**src/rtl/hmkd_pkg.sv**
```systemverilog
// Shared types, constants and header table for the headered keystream decryptor.
`default_nettype none

package hmkd_pkg;

  // Result status codes
  localparam logic [1:0] ST_DATA        = 2'd0;
  localparam logic [1:0] ST_BAD_MAGIC   = 2'd1;
  localparam logic [1:0] ST_BAD_VERSION = 2'd2;
  localparam logic [1:0] ST_TRUNCATED   = 2'd3;

  // Header layout
  localparam logic [3:0] HDR_LEN     = 4'd8;
  localparam logic [3:0] MAGIC_END   = 4'd3;
  localparam logic [3:0] VERSION_END = 4'd7;

  // Twister constants
  localparam logic [9:0]  MT_LAST       = 10'd623;
  localparam logic [9:0]  MT_SHIFT      = 10'd397;
  localparam logic [9:0]  MT_WRAP       = 10'd227;
  localparam logic [31:0] MT_INIT_MULT  = 32'd1812433253;
  localparam logic [31:0] MT_MATRIX     = 32'h9908B0DF;
  localparam logic [31:0] MT_TEMPER_B   = 32'h9D2C5680;
  localparam logic [31:0] MT_TEMPER_C   = 32'hEFC60000;
  localparam logic [31:0] SEED_AT_RESET = 32'h25082011;

  // Expected header byte at each position: "LOGZ" then version 20 10 AB 01
  function automatic logic [7:0] hdr_byte(input logic [2:0] p);
    logic [7:0] b;
    case (p)
      3'd0:    b = 8'h4C;
      3'd1:    b = 8'h4F;
      3'd2:    b = 8'h47;
      3'd3:    b = 8'h5A;
      3'd4:    b = 8'h20;
      3'd5:    b = 8'h10;
      3'd6:    b = 8'hAB;
      default: b = 8'h01;
    endcase
    return b;
  endfunction

  // Controller to datapath
  typedef struct packed {
    logic       seed_start;
    logic       seed_step;
    logic       tw_calc;
    logic       out_load;
    logic [1:0] out_status;
    logic       out_last;
  } cmd_t;

  // Datapath to controller
  typedef struct packed {
    logic seed_last;
  } stat_t;

endpackage

`default_nettype wire

```
**src/rtl/hmkd_ctrl.sv**
```systemverilog
// Controller: handshakes, header check, file drop and twister sequencing.
`default_nettype none

module hmkd_ctrl (
  input  wire logic          clk,
  input  wire logic          rst_n,
  input  wire logic          in_valid,
  output logic               in_ready,
  input  wire logic [7:0]    in_byte,
  input  wire logic          in_last,
  output logic               out_valid,
  input  wire logic          out_ready,
  output hmkd_pkg::cmd_t     cmd,
  input  wire hmkd_pkg::stat_t stat
);

  localparam logic [1:0] TW_IDLE = 2'd0;
  localparam logic [1:0] TW_SEED = 2'd1;
  localparam logic [1:0] TW_READ = 2'd2;
  localparam logic [1:0] TW_CALC = 2'd3;

  logic [1:0] tw_r, tw_nxt;
  logic       key_valid_r, key_valid_nxt;
  logic [3:0] hdr_pos_r, hdr_pos_nxt;
  logic       match_r, match_nxt;
  logic       drop_r, drop_nxt;
  logic       out_valid_r, out_valid_nxt;

  logic       payload_phase;
  logic       out_free;
  logic       in_fire;
  logic       hdr_ok;
  logic       grp_match;
  logic       emit;
  logic [1:0] emit_status;
  logic       emit_last;
  logic       seed_go;
  logic       key_take;

  assign payload_phase = !drop_r && (hdr_pos_r == hmkd_pkg::HDR_LEN);
  assign out_free      = !out_valid_r || out_ready;
  assign in_ready      = out_free && (!payload_phase || key_valid_r);
  assign in_fire       = in_valid && in_ready;
  assign out_valid     = out_valid_r;

  assign hdr_ok    = (in_byte == hmkd_pkg::hdr_byte(hdr_pos_r[2:0]));
  assign grp_match = match_r && hdr_ok;

  // File-level state: header position, group match and drop
  always_comb begin
    hdr_pos_nxt = hdr_pos_r;
    match_nxt   = match_r;
    drop_nxt    = drop_r;
    emit        = 1'b0;
    emit_status = hmkd_pkg::ST_DATA;
    emit_last   = 1'b0;
    seed_go     = 1'b0;
    key_take    = 1'b0;
    if (in_fire) begin
      if (drop_r) begin
        if (in_last) begin
          hdr_pos_nxt = '0;
          match_nxt   = 1'b1;
          drop_nxt    = 1'b0;
        end
      end else if (!payload_phase) begin
        hdr_pos_nxt = hdr_pos_r + 4'd1;
        seed_go     = (hdr_pos_r == '0);
        if ((hdr_pos_r == hmkd_pkg::MAGIC_END || hdr_pos_r == hmkd_pkg::VERSION_END)
            && !grp_match) begin
          emit        = 1'b1;
          emit_status = (hdr_pos_r == hmkd_pkg::MAGIC_END) ? hmkd_pkg::ST_BAD_MAGIC
                                                           : hmkd_pkg::ST_BAD_VERSION;
          emit_last   = 1'b1;
          match_nxt   = grp_match;
          if (in_last) begin
            hdr_pos_nxt = '0;
            match_nxt   = 1'b1;
          end else begin
            drop_nxt = 1'b1;
          end
        end else begin
          match_nxt = (hdr_pos_r == hmkd_pkg::MAGIC_END) ? 1'b1 : grp_match;
          if (in_last) begin
            hdr_pos_nxt = '0;
            match_nxt   = 1'b1;
            if (hdr_pos_r != hmkd_pkg::VERSION_END) begin
              emit        = 1'b1;
              emit_status = hmkd_pkg::ST_TRUNCATED;
              emit_last   = 1'b1;
            end
          end
        end
      end else begin
        emit      = 1'b1;
        emit_last = in_last;
        key_take  = 1'b1;
        if (in_last) begin
          hdr_pos_nxt = '0;
          match_nxt   = 1'b1;
        end
      end
    end
  end

  // Twister sequencing: seed sweep, then prefetch one key at a time
  always_comb begin
    tw_nxt         = tw_r;
    key_valid_nxt  = key_valid_r;
    cmd            = '0;
    cmd.out_load   = emit;
    cmd.out_status = emit_status;
    cmd.out_last   = emit_last;
    unique case (tw_r)
      TW_IDLE: begin
      end
      TW_SEED: begin
        cmd.seed_step = 1'b1;
        if (stat.seed_last) begin
          tw_nxt = TW_READ;
        end
      end
      TW_READ: begin
        tw_nxt = TW_CALC;
      end
      TW_CALC: begin
        cmd.tw_calc   = 1'b1;
        key_valid_nxt = 1'b1;
        tw_nxt        = TW_IDLE;
      end
      default: begin
        tw_nxt = TW_IDLE;
      end
    endcase
    if (key_take) begin
      key_valid_nxt = 1'b0;
      tw_nxt        = TW_READ;
    end
    // a new file restarts the sweep whatever was in progress
    if (seed_go) begin
      cmd.seed_start = 1'b1;
      key_valid_nxt  = 1'b0;
      tw_nxt         = TW_SEED;
    end
  end

  always_comb begin
    out_valid_nxt = out_valid_r;
    if (emit) begin
      out_valid_nxt = 1'b1;
    end else if (out_ready) begin
      out_valid_nxt = 1'b0;
    end
  end

  always_ff @(posedge clk) begin
    if (!rst_n) begin
      tw_r        <= TW_IDLE;
      key_valid_r <= 1'b0;
      hdr_pos_r   <= '0;
      match_r     <= 1'b1;
      drop_r      <= 1'b0;
      out_valid_r <= 1'b0;
    end else begin
      tw_r        <= tw_nxt;
      key_valid_r <= key_valid_nxt;
      hdr_pos_r   <= hdr_pos_nxt;
      match_r     <= match_nxt;
      drop_r      <= drop_nxt;
      out_valid_r <= out_valid_nxt;
    end
  end

endmodule

`default_nettype wire

```
**config.mk**
```make
export PLATFORM = sky130hd
export DESIGN_NAME = hmkd_ctrl
export DESIGN_NICKNAME = d
export VERILOG_FILES = /design/src/rtl/hmkd_pkg.sv /design/src/rtl/hmkd_ctrl.sv
export SDC_FILE = /design/constraint.sdc
export NUM_CORES = 1
export LEC_CHECK = 0
export BUFFER_PORTS_ARGS = -buffer_cell sky130_fd_sc_hd__buf_2
export CORE_ASPECT_RATIO = 0.9
export CORE_UTILIZATION = 45
export CTS_BUF_LIST = sky130_fd_sc_hd__clkbuf_8 sky130_fd_sc_hd__clkbuf_16
export CTS_CLUSTER_DIAMETER = 80
export DETAILED_ROUTE_END_ITERATION = 10
export PLACE_DENSITY = 0.7
export SYNTH_ARGS = -nofsm -noshare
export SYNTH_HDL_FRONTEND = slang
export SYNTH_SLANG_ARGS = --single-unit
export TNS_END_PERCENT = 5
```
**constraint.sdc**
```tcl
create_clock -name clk -period 5.6 [get_ports clk]
set_input_delay 1.12 -clock clk [delete_from_list [all_inputs] [get_ports clk]]
set_output_delay 1.12 -clock clk [all_outputs]
set_load 0.005 [all_outputs]
```
After elaboration in Yosys (flattened, before gate mapping). Cells that the tools add are included.

Bits in registers: 10. Latch bits: 0. Bits in writable memories: 0. Memory bits (read-only): 0. Bits of input ports: 14. Output and inout port bits: 9. Memories kept: 0.

Add/subtract/negate cells: 1. Multipliers: 0. Divide/modulo/power cells: 0. Order comparisons: 0. Equal/unequal tests: 16. Shift operators: 0. Multiplexer cells: 47. Bitwise logic cells: 1. Reduce and logical (&&, ||, !) cells: 21.

Operator list (count): 8-bit case mux with 7 select lines (1); 1-bit two-way mux (32); 2-bit two-way mux (9); 4-bit two-way mux (4); 3-bit == test (second input constant) (3); 8-bit == test (1); 3-bit by 2-bit == test with 1-bit output (second input constant) (2); 2-bit case mux with 3 select lines (1); 1-bit logical AND (5); 5-bit nonzero test (1); 4-bit by 1-bit adder with 4-bit output (second input constant) (1); 2-bit == test (second input constant) (2); 4-bit by 2-bit == test with 1-bit output (second input constant) (1); 4-bit by 3-bit == test with 1-bit output (second input constant) (1); 4-bit == test (second input constant) (1); 1-bit zero test (4); 4-bit zero test (1); 4-bit by 3-bit inequality test with 1-bit output (second input constant) (1); 4-bit inequality test (second input constant) (1); 2-bit AND reduction (2); 4-bit nonzero test (1); 3-bit by 1-bit == test with 1-bit output (second input constant) (1); 3-bit zero test (1); 1-bit logical OR (3); 6 further kinds (6).

Depth between registers and ports, before layout. Gate-level depths: netlist of run 1.

Depth in word-level cells: 11. Mapped depth: 9. Mapped depth without buffers: 7.

Least setup slack after synthesis of run 1. No wires, ideal clock.

Kind: in2out. Start: in in_byte[2]. End: out cmd[3] (netlist name). Arrival: 2513 ps. Required time: 4480 ps. Setup slack: 1967 ps. Stages: 6. Path buffers: 1. Cells stage by stage: nor2_1 -> xnor2_1 -> or4b_4 -> o41ai_4 -> a31oi_1 -> buf_4.

Longest elaborated chain between the ends: 8.

RTL lines: from (decl) (RTL line hmkd_ctrl.sv:9) `input wire logic [7:0] in_byte,`; 8-bit == test (RTL line hmkd_ctrl.sv:46) `assign hdr_ok = (in_byte == hmkd_pkg::hdr_byte(hdr_pos_r[2:0]));`; 1-bit logical AND (RTL line hmkd_ctrl.sv:47) `assign grp_match = match_r && hdr_ok;`; 1-bit zero test (RTL line hmkd_ctrl.sv:70) `&& !grp_match) begin`; 1-bit logical AND (RTL line hmkd_ctrl.sv:70); 1-bit two-way mux (RTL line hmkd_ctrl.sv:69) `if ((hdr_pos_r == hmkd_pkg::MAGIC_END || hdr_pos_r == hmkd_pkg::VERSION_END)`; 1-bit two-way mux (RTL line hmkd_ctrl.sv:66) `end else if (!payload_phase) begin`; 1-bit two-way mux (RTL line hmkd_ctrl.sv:60) `if (drop_r) begin`; 1-bit two-way mux (RTL line hmkd_ctrl.sv:59) `if (in_fire) begin`; to (decl) (RTL line hmkd_ctrl.sv:13) `output hmkd_pkg::cmd_t cmd,`.

No other way between the ends.

==> flow_summary.ini, run 1 <==
[clock_network]
cts_buffer_depth = 2
h-tree-depth = 1
cts_tree = done
clock_latency_ns = 0.24
cts_root_buf = clkbuf_8
cts_setup_buffers = 0
cts.sinks = 10
cts-buffers-inserted = 3
cts_hold_buf = 0
cts_resized = 0
path_clk_slew_ns = 0.05

[layout]
nFillCells = 155
area_growth_pct = 17.2
stdcell_area_sq_um = 1040
antenna_cells = 0
fin_cells = 156
finalNetCount = 152
layout-drive-gt1-share = 0.250

[grt]
antenna_found_initial = 0
grt_pass1_wl_um = 3570
grt_use_total = 0.216
grt_start_max_net_pins = 14
first_global_vias = 831
gr-total-overflow = 0

[critical_path]
endpoint_kind = output pin
start_kind = flop
criticalPathCategory = flop to output pin
cp_max_fo = 13
crit_slowest_cell = dfxtp_1
timing.critical_path.slowest_cell_delay_ns = 0.58
cp.required_ns = 4.48
cp_cell_sequence = inv_1 > ha_1 > nor4_2 > or4_1 > nand4_1 > o41ai_4 > mux2i_1 > buf_2
cp.arrival_ns = 2.85

[place]
io_buffers = 22
gp_congestion = 0.861
placed_cells = 152
dp_hpwl_um = 1490
placed_cell_area_sq_um = 986

[sta]
slew_headroom = 0.449
rsz0062_at_grt = no
final_max_slew_viol_count = 0
tightest_slew_ns = 0.806
setup_tns_ns = 0
layout_worst_path_cycle_share = 0.709
fin_crit_ns = 3.97
fmax_mhz = 252
finalSetupViolations = 0
final_hold_viol_count = 0
finalClockSkew_ns = 0.00345

[floorplanning]
die_w_um = 48.8
pin_count = 23
core_sq_um = 1750
die_y_um = 44.2
row_count = 14
start_util = 0.507
floorplan.die_area_sq_um = 2160

[synthesis]
netlist_instances = 112
synthDistinctLibCells = 45
postSynth.asyncResetShare = 0
synth_flop_cell = dfxtp_1
syn_area_sq_um = 888
synthDominantCellAreaShare = 0.225
post-synth-top-area-cell = dfxtp_1
synth_nets = 131
synth_area_leaders = dfxtp_1 (23%), ha_1 (7.0%), nor2_1 (4.2%)
yosysWarningCount = 0
synth_seq_cells = 10
synth_commonest_cells = dfxtp_1 (10), nor2_1 (10), inv_1 (9)
synth_edf_count = 0
yosysSeqAreaShare = 0.225
syn_avg_cell_area_sq_um = 7.93

[detailed_routing]
drc = 0
dr.pass1.iters = 4
routed_wl_um = 1970
wl_per_cell_um = 12.6
drtAntennaViolNets = 0
post_drt_via_cell_ratio = 5.76
vias = 898
drt_iter0_drc = 22

[power_and_ir_drop]
peakVddDrop_v = 0.000173
power_leakage_nw = 0.437
power.density_nw_per_um2 = 211

[run]
cap_viol_max_count = 0

[worst_hold_path]
hold_class = flop to flop

[run_status]
status = completed
stage by stage:
step | utilization | setup WS, ns | hold slack, ns | power [mW]
floorplan | - | 1.97 | 0.465 | 0.113
global placement | 0.563 | 1.72 | 0.503 | 0.126
detailed placement | 0.563 | 1.69 | 0.496 | 0.127
CTS | 0.594 | 1.62 | 0.511 | 0.220
global route | 0.594 | 1.37 | 0.530 | 0.233
finish | 0.594 | 1.63 | 0.517 | 0.219
state kept, by name (all words and copies together) (netlist names):
| register | flops |
|---|---|
| tw_r | 2 |
| hdr_pos_r | 4 |
| out_valid | 1 |
| drop_r | 1 |
| key_valid_r | 1 |
| match_r | 1 |
layout by cell type (no fill, tap or decap), types with 2 or more instances in the layout:
master	netlist	routed
nand3_1	2	2
nor3_1	4	4
nor2b_1	4	4
o21ai_0	7	7
mux2i_1	2	2
nand4_1	2	2
dfxtp_1	10	10
nor4_1	3	3
ha_1	5	5
or3_1	2	2
inv_1	9	9
nand2b_1	5	5
xnor2_1	3	3
and2_1	2	2
nor2_1	10	10
buf_2	1	22
clkbuf_8	0	4
a31oi_1	2	2
nand2_1	7	7
a21oi_1	4	4
kinds of logic (layout without fill, tap and decap cells):
group | count (synthesis) | after routing | share of synthesized area
and+or+nand+nor | 51 | 51 | 0.341
AOI/OAI and AO/OA | 25 | 25 | 0.216
buffers and inverters | 15 | 35 | 0.0859
DFF | 10 | 10 | 0.225
adders and majority gates | 5 | 5 | 0.0704
xor gates and xnor gates | 4 | 4 | 0.0394
muxes | 2 | 2 | 0.0225
final cells by class:
type                            count  area, sq um  area share
Multi-Input combinational cell     87          612       0.588
Sequential cell                    10          200       0.192
Timing Repair Buffer               22          110       0.106
Clock buffer                        4         55.1      0.0529
Inverter                            9         33.8      0.0325
Tap cell                           24         30.0      0.0288
routing by layer:
metal,share of wire,global-route usage,routed length (um),vias to the layer above
met5,0,0,0,-
met4,0.0096,0.0706,19,0
li1,-,-,-,454
met3,0.052,0.0653,102,5
met2,0.43,0.350,856,20
met1,0.50,0.278,994,419
worst paths after layout:
kind	cells after the start	from	slack, ns	endpoint
setup reg to reg	7	hdr_pos_r[2]$_SDFFE_PN0P_	3.03	out_valid$_SDFFE_PN0P_
hold / removal	2	drop_r$_SDFFE_PN0P_	0.52	drop_r$_SDFFE_PN0P_
hold reg to reg	2	drop_r$_SDFFE_PN0P_	0.52	drop_r$_SDFFE_PN0P_
setup / recovery	8	hdr_pos_r[2]$_SDFFE_PN0P_	1.63	cmd[2]
where the power goes:
group	switching, mW	total, mW	leakage [nW]	internal, mW
Sequential	0.00274	0.0770	0.0815	0.0743
Clock	0.0307	0.0926	0.0288	0.0620
Combinational	0.0276	0.0495	0.327	0.0219
critical path: cells and delay by family (launching register included):
kind / cells / cell delay (ns)
and+or+nand+nor: 3 / 0.72
muxes: 1 / 0.23
DFF: 1 / 0.58
AOI/OAI and AO/OA: 1 / 0.53
buffers and inverters: 2 / 0.28
adders and majority gates: 1 / 0.27
Power figures use the tool's default switching activity.
==> inputs of run 2 (changes only) <==
--- a/config.mk
+++ b/config.mk
@@ -11,7 +11,7 @@
 export CTS_BUF_LIST = sky130_fd_sc_hd__clkbuf_8 sky130_fd_sc_hd__clkbuf_16
 export CTS_CLUSTER_DIAMETER = 80
 export DETAILED_ROUTE_END_ITERATION = 10
-export PLACE_DENSITY = 0.7
+export PLACE_DENSITY = 0.72
 export SYNTH_ARGS = -nofsm -noshare
 export SYNTH_HDL_FRONTEND = slang
 export SYNTH_SLANG_ARGS = --single-unit
==> constraint.sdc (replaced) <==
create_clock -name clk -period 3.2 [get_ports clk]
set_input_delay 0.64 -clock clk [delete_from_list [all_inputs] [get_ports clk]]
set_output_delay 0.64 -clock clk [all_outputs]
set_load 0.005 [all_outputs]
==> run 2 against run 1 <==
Via count is 2.0% higher. Cell count grew 4.5%. Power up 82%. First-iteration DRC count is 9.1% higher. Utilization is 8.7 points higher. Hold slack better by 0.0047 ns. Combinational power rose by 110%. Critical path type unchanged. Critical endpoint unchanged. Largest cell class unchanged. Largest power group unchanged.
==> flow_summary.ini, run 2 (same netlist as run 1, synthesis figures left out) <==
[layout]
stdcell_area_sq_um = 1190
postLayoutCoreUtil = 0.681
final_cell_mix = buf_2 (22), nor2_1 (9), inv_1 (8), dfxtp_1 (8)
nFillCells = 134
area_growth_pct = 34.4
regMostFlops = hdr_pos_r
largest_reg_flops = 4
reg_top3 = hdr_pos_r (4), tw_r (2)
finalNetCount = 159
fin_cells = 163
antenna_cells = 0
layout_commonest_cell = buf_2
layout-drive-gt1-share = 0.360

[grt]
gr-total-overflow = 0
grt_pass1_wl_um = 3650
grt_use_total = 0.221
first_global_vias = 829
antenna_found_initial = 0
grt_start_max_net_pins = 13

[floorplanning]
die_w_um = 48.8
core_sq_um = 1750
start_util = 0.507
die_y_um = 44.2
pin_count = 23
floorplan.die_area_sq_um = 2160
row_count = 14

[place]
dp_hpwl_um = 1520
placed_cells = 153
placed_cell_area_sq_um = 993
dp_slack_ns = 0.0972
io_buffers = 22
gp_congestion = 0.890

[clock_network]
cts_buffer_depth = 2
cts_hold_buf = 0
cts_tree = done
cts_root_buf = clkbuf_8
clock_latency_ns = 0.24
h-tree-depth = 1
cts-buffers-inserted = 3
cts.sinks = 10
path_clk_slew_ns = 0.05

[worst_hold_path]
hold_class = flop to flop
min_from = key_valid_r$_SDFFE_PP0P_
holdPathEnd = key_valid_r$_SDFFE_PP0P_
min_path_cells = 1

[run_status]
status = completed

[sta]
finalSetupViolations = 0
setup_tns_ns = 0
finalClockSkew_ns = 0.00137
slew_headroom = 0.515
fmax_mhz = 322
layout_worst_path_cycle_share = 0.971
setup_ws_ns = 0.0936
fin_crit_ns = 3.11
tightest_slew_ns = 0.710
final_hold_viol_count = 0
final_max_slew_viol_count = 0

[critical_path]
cp.required_ns = 2.56
cp.arrival_ns = 2.47
cp_max_fo = 7
cp.buffers_inverters = 3
timing.critical_path.slowest_cell_delay_ns = 0.39
worstReg2RegStart = hdr_pos_r[0]$_SDFFE_PN0P_
r2r-end = out_valid$_SDFFE_PN0P_
endpoint_kind = output pin
start_kind = flop
worst_r2r_path_depth = 10
crit_family = compound AO/OA/AOI/OAI gates
r2r_slack_ns = 0.82
cp_cell_sequence = clkinvlp_4 > ha_4 > or3_1 > a211oi_1 > o32ai_1 > o41ai_4 > buf_4 > mux2i_1 > buf_2
criticalPathCategory = flop to output pin
crit_slowest_cell = dfxtp_4

[power_and_ir_drop]
power_frac_seq = 0.340
pwr-share-clk = 0.394
power.density_nw_per_um2 = 333
peakVddDrop_v = 0.000262
p_comb_frac = 0.265
p_int_uw = 288
swShare = 0.276
netSwitchingPower_uw = 110
power_leakage_nw = 0.475

[detailed_routing]
drtAntennaViolNets = 0
dr.pass1.iters = 4
routed_wl_um = 2190
drt_iter0_drc = 24
wl_per_cell_um = 13.4
vias = 916
drc = 0
post_drt_via_cell_ratio = 5.62

[run]
cap_viol_max_count = 0
## run 2: worst reg2reg max path: stages (launching register included)
cell and delay (ns):
dfxtp_4 0.39, clkinvlp_4 0.15, ha_4 0.23, nor3_1 0.22, nor4b_1 0.08, o32ai_1 0.54, o41ai_4 0.09, buf_4 0.17
buf_4 0.13, buf_4 0.13, a41oi_1 0.18
## run 2: routing by layer
layer	global-route usage	vias to the layer above	wire length (um)
met2	0.381	23	999
met3	0.0653	2	99
met1	0.278	421	1070
li1	-	470	-
met5	0	-	0
met4	0.0471	0	14
## run 2: timing repair
item	in CTS	in global routing
endpoints found under the hold margin	0	0
buffers inserted	3	3
resized for setup	7	12
pin swaps	1	4
setup endpoints to repair	4	4
## run 2: worst max-delay path by stage
stage	depth (start not counted)	slack [ns]	end	startpoint
finish	9	0.09	cmd[2]	hdr_pos_r[0]$_SDFFE_PN0P_
global route	9	-0.02	cmd[2]	hdr_pos_r[0]$_SDFFE_PN0P_
CTS	9	0.008	cmd[2]	hdr_pos_r[0]$_SDFFE_PN0P_
detailed placement	8	0.1	cmd[2]	hdr_pos_r[0]$_SDFFE_PN0P_
global placement	8	0.21	cmd[2]	hdr_pos_r[0]$_SDFFE_PN0P_
floorplan	8	0.35	cmd[3]	hdr_pos_r[0]$_SDFFE_PN0P_
## run 2: final cells by class
type                            instances  area [sq um]  area share
Multi-Input combinational cell         87           701       0.587
Sequential cell                        10           208       0.174
Timing Repair Buffer                   29           163       0.136
Clock buffer                            4          55.1      0.0461
Inverter                                9          37.5      0.0314
Tap cell                               24          30.0      0.0252
## run 2: power groups by stage
stage / Combinational, mW / Clock (mW) / Sequential, mW
3_5_place_dp: 0.0848 / 0 / 0.137
3_3_place_gp: 0.0838 / 0 / 0.136
5_1_grt: 0.118 / 0.165 / 0.136
2_1_floorplan: 0.0621 / 0 / 0.136
6_report: 0.106 / 0.157 / 0.135
4_1_cts: 0.0861 / 0.159 / 0.136
## run 2: per-stage QoR
step / hold slack (ns) / total power [mW]
global route: 0.545 / 0.418
finish: 0.522 / 0.398
global placement: 0.501 / 0.220
floorplan: 0.465 / 0.198
detailed placement: 0.499 / 0.222
CTS: 0.506 / 0.381
